[config.mk]
export PLATFORM = sky130hd
export DESIGN_NAME = echo_escape_decoder_core
export DESIGN_NICKNAME = d
export VERILOG_FILES = /design/src/sv/eed_pkg.sv /design/src/sv/echo_escape_decoder_core.sv
export SDC_FILE = /design/constraint.sdc
export NUM_CORES = 1
export LEC_CHECK = 0
export BUFFER_PORTS_ARGS = -buffer_cell sky130_fd_sc_hd__buf_2
export CORE_UTILIZATION = 45
export DETAILED_ROUTE_END_ITERATION = 12
export GPL_ROUTABILITY_DRIVEN = 0
export PLACE_DENSITY = 0.64
export SYNTH_ARGS = -nofsm -noshare
export SYNTH_HDL_FRONTEND = slang
export SYNTH_SLANG_ARGS = --single-unit
[constraint.sdc]
create_clock -name clk_i -period 4.36 [get_ports clk_i]
set_input_delay 0.218 -clock clk_i [delete_from_list [all_inputs] [get_ports clk_i]]
set_output_delay 0.218 -clock clk_i [all_outputs]
set_load 0.02 [all_outputs]
[src/sv/eed_pkg.sv]
`timescale 1ns / 1ps
// ----------------------------------------------------------------------------
// eed_pkg
// Shared codes and character constants for the echo escape decoder.
// ----------------------------------------------------------------------------
package eed_pkg;

  // Item kinds carried on the input tuser
  localparam logic [1:0] FUNC_BYTE     = 2'd0;
  localparam logic [1:0] FUNC_BOUNDARY = 2'd1;
  localparam logic [1:0] FUNC_EOL      = 2'd2;

  // Decode state codes
  localparam logic [1:0] MODE_NORMAL = 2'd0;
  localparam logic [1:0] MODE_ESC    = 2'd1;
  localparam logic [1:0] MODE_OCTAL  = 2'd2;
  localparam logic [1:0] MODE_STOP   = 2'd3;

  // Characters
  localparam logic [7:0] CH_BSLASH = 8'h5C;
  localparam logic [7:0] CH_ZERO   = 8'h30;
  localparam logic [7:0] CH_SEVEN  = 8'h37;
  localparam logic [7:0] CH_NL     = 8'h0A;
  localparam logic [7:0] CH_SPACE  = 8'h20;
  localparam logic [7:0] CH_BEL    = 8'h07;
  localparam logic [7:0] CH_BS     = 8'h08;
  localparam logic [7:0] CH_FF     = 8'h0C;
  localparam logic [7:0] CH_CR     = 8'h0D;
  localparam logic [7:0] CH_TAB    = 8'h09;
  localparam logic [7:0] CH_VT     = 8'h0B;
  localparam logic [7:0] CH_LC_A   = 8'h61;
  localparam logic [7:0] CH_LC_B   = 8'h62;
  localparam logic [7:0] CH_LC_C   = 8'h63;
  localparam logic [7:0] CH_LC_F   = 8'h66;
  localparam logic [7:0] CH_LC_N   = 8'h6E;
  localparam logic [7:0] CH_LC_R   = 8'h72;
  localparam logic [7:0] CH_LC_T   = 8'h74;
  localparam logic [7:0] CH_LC_V   = 8'h76;

  // Result queue geometry
  localparam int unsigned QDepth = 4;
  localparam int unsigned QAw    = 2;

  // One queued result: byte plus last-of-item mark
  typedef struct packed {
    logic       last;
    logic [7:0] data;
  } result_t;

endpackage

[src/sv/echo_escape_decoder_core.sv]
`timescale 1ns / 1ps
// ----------------------------------------------------------------------------
// echo_escape_decoder_core
// Decodes a stream of echo arguments (bytes, boundaries, end of line) into
// output bytes, handling backslash escapes, octal values and the stop escape.
// ----------------------------------------------------------------------------
//
//  Channel  | Direction | tdata           | tuser / tlast
//  ---------+-----------+-----------------+-------------------------------
//  s_axis   | in        | [7:0] byte_in   | tuser [1:0] func
//  m_axis   | out       | [7:0] out_byte  | tlast last_of_item
//  cfg      | in        | [0] suppress_nl | write enable, no read-back
//
//  An input transaction is decoded in the cycle it is accepted; its zero to
//  two results enter a four-entry result queue and appear on m_axis from the
//  next cycle on. One item per cycle is sustained while each item makes at
//  most one result and m_axis stays ready; the two results of an item leave
//  the queue one transaction each. Input ready is set purely by queue room
//  (two free slots), so s_axis stalls as soon as fewer than two queue slots
//  are free. Reset clears decode state, queue pointers, count and register.
//
module echo_escape_decoder_core
  import eed_pkg::*;
(
  input  logic       clk_i,
  input  logic       rst_ni,
  // Configuration
  input  logic       cfg_we_i,
  input  logic       cfg_wdata_i,      // [0] suppress_newline
  // Input stream
  input  logic       s_axis_tvalid,
  output logic       s_axis_tready,
  input  logic [7:0] s_axis_tdata,     // [7:0] byte_in
  input  logic [1:0] s_axis_tuser,     // [1:0] func
  // Output stream
  output logic       m_axis_tvalid,
  input  logic       m_axis_tready,
  output logic [7:0] m_axis_tdata,     // [7:0] out_byte
  output logic       m_axis_tlast      // last_of_item
);

  logic            suppress_nl_q;
  logic [1:0]      mode_q, mode_d;
  logic [1:0]      oct_cnt_q, oct_cnt_d;
  logic [7:0]      oct_val_q, oct_val_d;

  result_t         queue_q [QDepth];
  logic [QAw-1:0]  wr_ptr_q, rd_ptr_q;
  logic [QAw:0]    count_q;

  logic            in_fire, out_fire;
  logic [1:0]      n_res;
  logic [7:0]      res0, res1;

  // Decode helpers
  logic [7:0]      oct_next;
  logic [1:0]      oct_cnt_inc;
  logic            is_digit;

  assign in_fire  = s_axis_tvalid && s_axis_tready;
  assign out_fire = m_axis_tvalid && m_axis_tready;

  // Need room for the worst case of two results
  assign s_axis_tready = (count_q <= 3'(QDepth - 2));

  assign is_digit    = (s_axis_tdata >= CH_ZERO) && (s_axis_tdata <= CH_SEVEN);
  assign oct_next    = {oct_val_q[4:0], 3'b000} + {5'd0, s_axis_tdata[2:0]};
  assign oct_cnt_inc = oct_cnt_q + 2'd1;

  // --------------------------------------------------------------------------
  // Decode one item: results and next state
  // --------------------------------------------------------------------------
  always_comb begin
    logic [7:0] owed;
    logic       has_owed;
    mode_d    = mode_q;
    oct_cnt_d = oct_cnt_q;
    oct_val_d = oct_val_q;
    n_res     = 2'd0;
    res0      = s_axis_tdata;
    res1      = s_axis_tdata;
    // What a pending escape or octal run still owes when it is cut short
    has_owed  = (mode_q == MODE_ESC) || (mode_q == MODE_OCTAL);
    owed      = (mode_q == MODE_ESC) ? CH_BSLASH : oct_val_q;

    unique case (s_axis_tuser)
      FUNC_BYTE: begin
        unique case (mode_q)
          MODE_NORMAL: begin
            if (s_axis_tdata == CH_BSLASH) begin
              mode_d = MODE_ESC;
            end else begin
              n_res = 2'd1;
            end
          end
          MODE_ESC: begin
            mode_d = MODE_NORMAL;
            n_res  = 2'd1;
            unique case (s_axis_tdata)
              CH_LC_A:   res0 = CH_BEL;
              CH_LC_B:   res0 = CH_BS;
              CH_LC_F:   res0 = CH_FF;
              CH_LC_N:   res0 = CH_NL;
              CH_LC_R:   res0 = CH_CR;
              CH_LC_T:   res0 = CH_TAB;
              CH_LC_V:   res0 = CH_VT;
              CH_BSLASH: res0 = CH_BSLASH;
              CH_LC_C: begin
                mode_d = MODE_STOP;
                n_res  = 2'd0;
              end
              CH_ZERO: begin
                mode_d    = MODE_OCTAL;
                oct_cnt_d = 2'd0;
                oct_val_d = 8'd0;
                n_res     = 2'd0;
              end
              default: begin
                // Unknown escape: backslash, then the byte itself
                res0  = CH_BSLASH;
                n_res = 2'd2;
              end
            endcase
          end
          MODE_OCTAL: begin
            if (is_digit) begin
              oct_val_d = oct_next;
              oct_cnt_d = oct_cnt_inc;
              if (oct_cnt_inc == 2'd3) begin
                res0      = oct_next;
                n_res     = 2'd1;
                mode_d    = MODE_NORMAL;
                oct_cnt_d = 2'd0;
                oct_val_d = 8'd0;
              end
            end else begin
              // Emit the value, then treat the byte as in normal mode
              res0      = oct_val_q;
              oct_cnt_d = 2'd0;
              oct_val_d = 8'd0;
              if (s_axis_tdata == CH_BSLASH) begin
                mode_d = MODE_ESC;
                n_res  = 2'd1;
              end else begin
                mode_d = MODE_NORMAL;
                n_res  = 2'd2;
              end
            end
          end
          default: begin
            // Stopped: drop everything
          end
        endcase
      end
      FUNC_BOUNDARY: begin
        if (mode_q != MODE_STOP) begin
          mode_d    = MODE_NORMAL;
          oct_cnt_d = 2'd0;
          oct_val_d = 8'd0;
          if (has_owed) begin
            res0  = owed;
            res1  = CH_SPACE;
            n_res = 2'd2;
          end else begin
            res0  = CH_SPACE;
            n_res = 2'd1;
          end
        end
      end
      FUNC_EOL: begin
        mode_d    = MODE_NORMAL;
        oct_cnt_d = 2'd0;
        oct_val_d = 8'd0;
        if (mode_q != MODE_STOP) begin
          res0 = has_owed ? owed : CH_NL;
          res1 = CH_NL;
          unique case ({has_owed, suppress_nl_q})
            2'b00:   n_res = 2'd1;
            2'b01:   n_res = 2'd0;
            2'b10:   n_res = 2'd2;
            default: n_res = 2'd1;
          endcase
        end
      end
      default: begin
        // Unused kind: no result, state held
      end
    endcase
  end

  // --------------------------------------------------------------------------
  // State and configuration registers
  // --------------------------------------------------------------------------
  always_ff @(posedge clk_i or negedge rst_ni) begin
    if (!rst_ni) begin
      suppress_nl_q <= 1'b0;
      mode_q        <= MODE_NORMAL;
      oct_cnt_q     <= 2'd0;
      oct_val_q     <= 8'd0;
    end else begin
      if (cfg_we_i) begin
        suppress_nl_q <= cfg_wdata_i;
      end
      if (in_fire) begin
        mode_q    <= mode_d;
        oct_cnt_q <= oct_cnt_d;
        oct_val_q <= oct_val_d;
      end
    end
  end

  // --------------------------------------------------------------------------
  // Result queue: push up to two per accepted item, pop one per transaction
  // --------------------------------------------------------------------------
  always_ff @(posedge clk_i or negedge rst_ni) begin
    if (!rst_ni) begin
      wr_ptr_q <= '0;
      rd_ptr_q <= '0;
      count_q  <= '0;
    end else begin
      if (in_fire) begin
        wr_ptr_q <= wr_ptr_q + QAw'(n_res);
      end
      if (out_fire) begin
        rd_ptr_q <= rd_ptr_q + QAw'(1);
      end
      count_q <= count_q + (in_fire ? (QAw+1)'(n_res) : '0) - (QAw+1)'(out_fire);
    end
  end

  always_ff @(posedge clk_i) begin
    if (in_fire && (n_res != 2'd0)) begin
      queue_q[wr_ptr_q] <= '{last: (n_res == 2'd1), data: res0};
    end
    if (in_fire && (n_res == 2'd2)) begin
      queue_q[wr_ptr_q + QAw'(1)] <= '{last: 1'b1, data: res1};
    end
  end

  assign m_axis_tvalid = (count_q != '0);
  assign m_axis_tdata  = queue_q[rd_ptr_q].data;
  assign m_axis_tlast  = queue_q[rd_ptr_q].last;

endmodule
==> reports/results.tsv <==
metric	value	unit
status	finished clean	
rows	33	
synth_cells	397	
worstRegToRegCells	15	
worst_pin_slew	1.04	ns
power_switching	728	µW
grt_pass1_vias	3183	
path_clk_slew	0.11	ns
cp_slowest_cell	dfrtp_1	
crit_end	count_q[2]$_DFF_PN0_	
p_clk_share	16.8	%
start_util	46.7	%
cp.required	4.57	ns
antenna_cells	0	
fmax	298	MHz
first_pass_iters	5	
seqPwrFrac	40.3	%
met1_usage	31.2	%
yosys.area.top_type_share	24.9	%
ys.flop_type	edfxtp_1	
placed_cells	505	
die_height	94.6	µm
rsz0062_at_grt	false	
final_cells	514	
htreeDepth	2	
critPathCaptureType	flip-flop	
dieArea	8950	µm²
clockRootBuffer	clkbuf_8	
grt_max_degree	21	
ys_async_sr_fraction	35.7	%
synth.area.top_cells	edfxtp_1, dfrtp_1, mux4_2, nand2_1, ha_1	
hold_viol	0	
mostFrequentLayoutCells	nand2_1, edfxtp_1, buf_2	
syn_area	3860	µm²
swShare	40.7	%
clk_latency	0.32	ns
finalCriticalPeriod	3.36	ns
antenna_left	0	
pin_count	27	
yosysSeqAreaShare	39.9	%
holdWs	0.0731	ns
wl_per_cell	19.1	µm
setup_viol	0	
internal-power	1060	µW
cpMostUsedCell	inv_1	
maxCapViolCount	0	
busiest_layer	met2	
combPwrFrac	42.9	%
final_util	50.0	%
areaGrowthSynthToFinish	6.97	%
grt_antenna_before_repair	0	
grt.total_usage	23.2	%
max_stage_delay	0.42	ns
finalPower	1790	µW
place_hpwl	7130	µm
drt_iter0_drc	283	
crit_type	flip-flop to flip-flop	
vias	3296	
syn-num-nets	427	
synth-edff-count	32	
synth_cell_type_count	71	
hp-class	input pin to flip-flop	
final_common_cell	nand2_1	
gr-total-overflow	0	
cts_tree	built	
startpoint_type	flip-flop	
power_leakage	0.00153	µW
yosysWarningCount	0	
drv_slew	0	
met2_usage	36.8	%
die_w	94.6	µm
cts_buffers	5	
slew_headroom	30.1	%
path_cells	inv_1, ha_1, inv_1, nor2_1, o31ai_4, a31oi_4, or2_1, nand2_1, ha_1, inv_1, ha_1, inv_1, fa_1, xor2_1, xnor2_1	
io_buffer_count	26	
r2r_end	count_q[2]$_DFF_PN0_	
crit_fanout	9	
n_fill_cell	751	
cts_resized	0	
drive_gt1_share	13.9	%
p_per_area	434	nW/µm²
min_period_over_period	77.0	%
syn_avg_cell_area	9.72	µm²
setup-tns-final	0	ns
core-area	8260	µm²
grt_pass1_wl	16100	µm
fin_nets	438	
clk_path_buf_depth	2	
r2r_start	mode_q[1]$_DFFE_PN0P_	
synth_top_area_cell	edfxtp_1	
rrSetupSlack	1.00	ns
ir_drop	186	µV
via_per_inst	6.41	
cp_data_arrival_time	3.57	ns
cts_sinks	56	
drc_errors	0	
cp-startpoint	mode_q[1]$_DFFE_PN0P_	
met3_usage	4.11	%
drt-total-wl	9800	µm
synth_seq_cells	56	
worst_clock_skew	0.0125	ns
==> metal layers <==
layer / routed length [µm] / up-vias
li1: - / 1547
met1: 4320 / 1553
met2: 4490 / 172
met3: 740 / 24
met4: 252 / 0
met5: 0 / -
==> registers in the layout (all words and copies together) (netlist names) <==
| name | count |
|---|---|
| rd_ptr_q | 2 |
| wr_ptr_q | 2 |
| oct_cnt_q | 2 |
| oct_val_q | 8 |
| count_q | 3 |
| suppress_nl_q | 1 |
| mode_q | 2 |
| queue_q | 36 |
==> worst min-delay path by stage <==
stage | from | endpoint | slack (ns) | cells past startpoint
2_1_floorplan | rst_ni | count_q[0]$_DFF_PN0_ | -0.08 | 0
3_3_place_gp | rst_ni | wr_ptr_q[1]$_DFFE_PN0P_ | 0.21 | 1
3_5_place_dp | rst_ni | suppress_nl_q$_DFFE_PN0P_ | 0.21 | 1
4_1_cts | cfg_we_i | suppress_nl_q$_DFFE_PN0P_ | 0.08 | 2
5_1_grt | cfg_we_i | suppress_nl_q$_DFFE_PN0P_ | 0.11 | 2
6_report | cfg_we_i | suppress_nl_q$_DFFE_PN0P_ | 0.07 | 2
==> power by group through the flow <==
stage / sequential, µW / combinational (µW) / clock (µW)
after detailed placement: 737 / 761 / 0
after global routing: 739 / 842 / 318
final: 722 / 768 / 300
after CTS: 726 / 763 / 304
after floorplan: 669 / 647 / 0
after global placement: 735 / 747 / 0
==> final cells by class <==
type / count / area, µm² / area share, %
well taps: 105 / 131 / 3.18
inverters: 17 / 63.8 / 1.55
flip-flops and latches: 56 / 1540 / 37.3
multi-input cells: 298 / 2140 / 51.8
clock buffers: 6 / 72.6 / 1.76
clock inverters: 2 / 16.3 / 0.394
repair buffers: 30 / 163 / 3.94
==> through the flow <==
stage | area (µm²) | setup WS, ns
6_report | 4130 | 1.00
5_1_grt | 4130 | 0.800
4_1_cts | 4130 | 1.01
3_5_place_dp | 4030 | 1.02
3_3_place_gp | 4030 | 1.18
2_1_floorplan | 3860 | 1.27
==> repair_timing <==
action | in CTS | in global routing
setup buffers | 0 | 0
hold endpoints to repair | 20 | 0
hold buffers | 1 | 0
==> critical path, delay by kind of cell (launching register included) <==
family                   cells  cell delay (ns)
AND/OR/NAND/NOR              3             0.64
buffers and inverters        4             0.39
flip-flops                   1             0.42
AO/OA/AOI/OAI                2             0.39
XOR/XNOR                     2             0.28
adder cells (fa/ha/maj)      4             1.13
==> synth_stat cells, drive strengths merged (4+ instances only) <==
| master | n |
|---|---|
| a21o | 7 |
| a21oi | 24 |
| a22oi | 5 |
| buf | 10 |
| clkbuf | 16 |
| dfrtp | 20 |
| dfxtp | 4 |
| edfxtp | 32 |
| ha | 13 |
| inv | 17 |
| mux2 | 5 |
| mux2i | 5 |
| mux4 | 9 |
| nand2 | 49 |
| nand2b | 8 |
| nand3 | 8 |
| nor2 | 17 |
| nor2b | 6 |
| nor3 | 8 |
| o21ai | 27 |
| o22ai | 22 |
| o2bb2ai | 9 |
| o31ai | 4 |
| o32ai | 5 |
| xnor2 | 4 |
==> kinds of logic after synthesis <==
kind of cell | count (synthesis) | share of synthesized area (%)
AO/OA/AOI/OAI | 137 | 24.9
XOR/XNOR | 6 | 1.36
adder cells (fa/ha/maj) | 14 | 4.73
buffers and inverters | 43 | 4.60
flip-flops | 56 | 39.9
multiplexers | 19 | 8.01
AND/OR/NAND/NOR | 122 | 16.5
(Power assumes the default switching activity.)
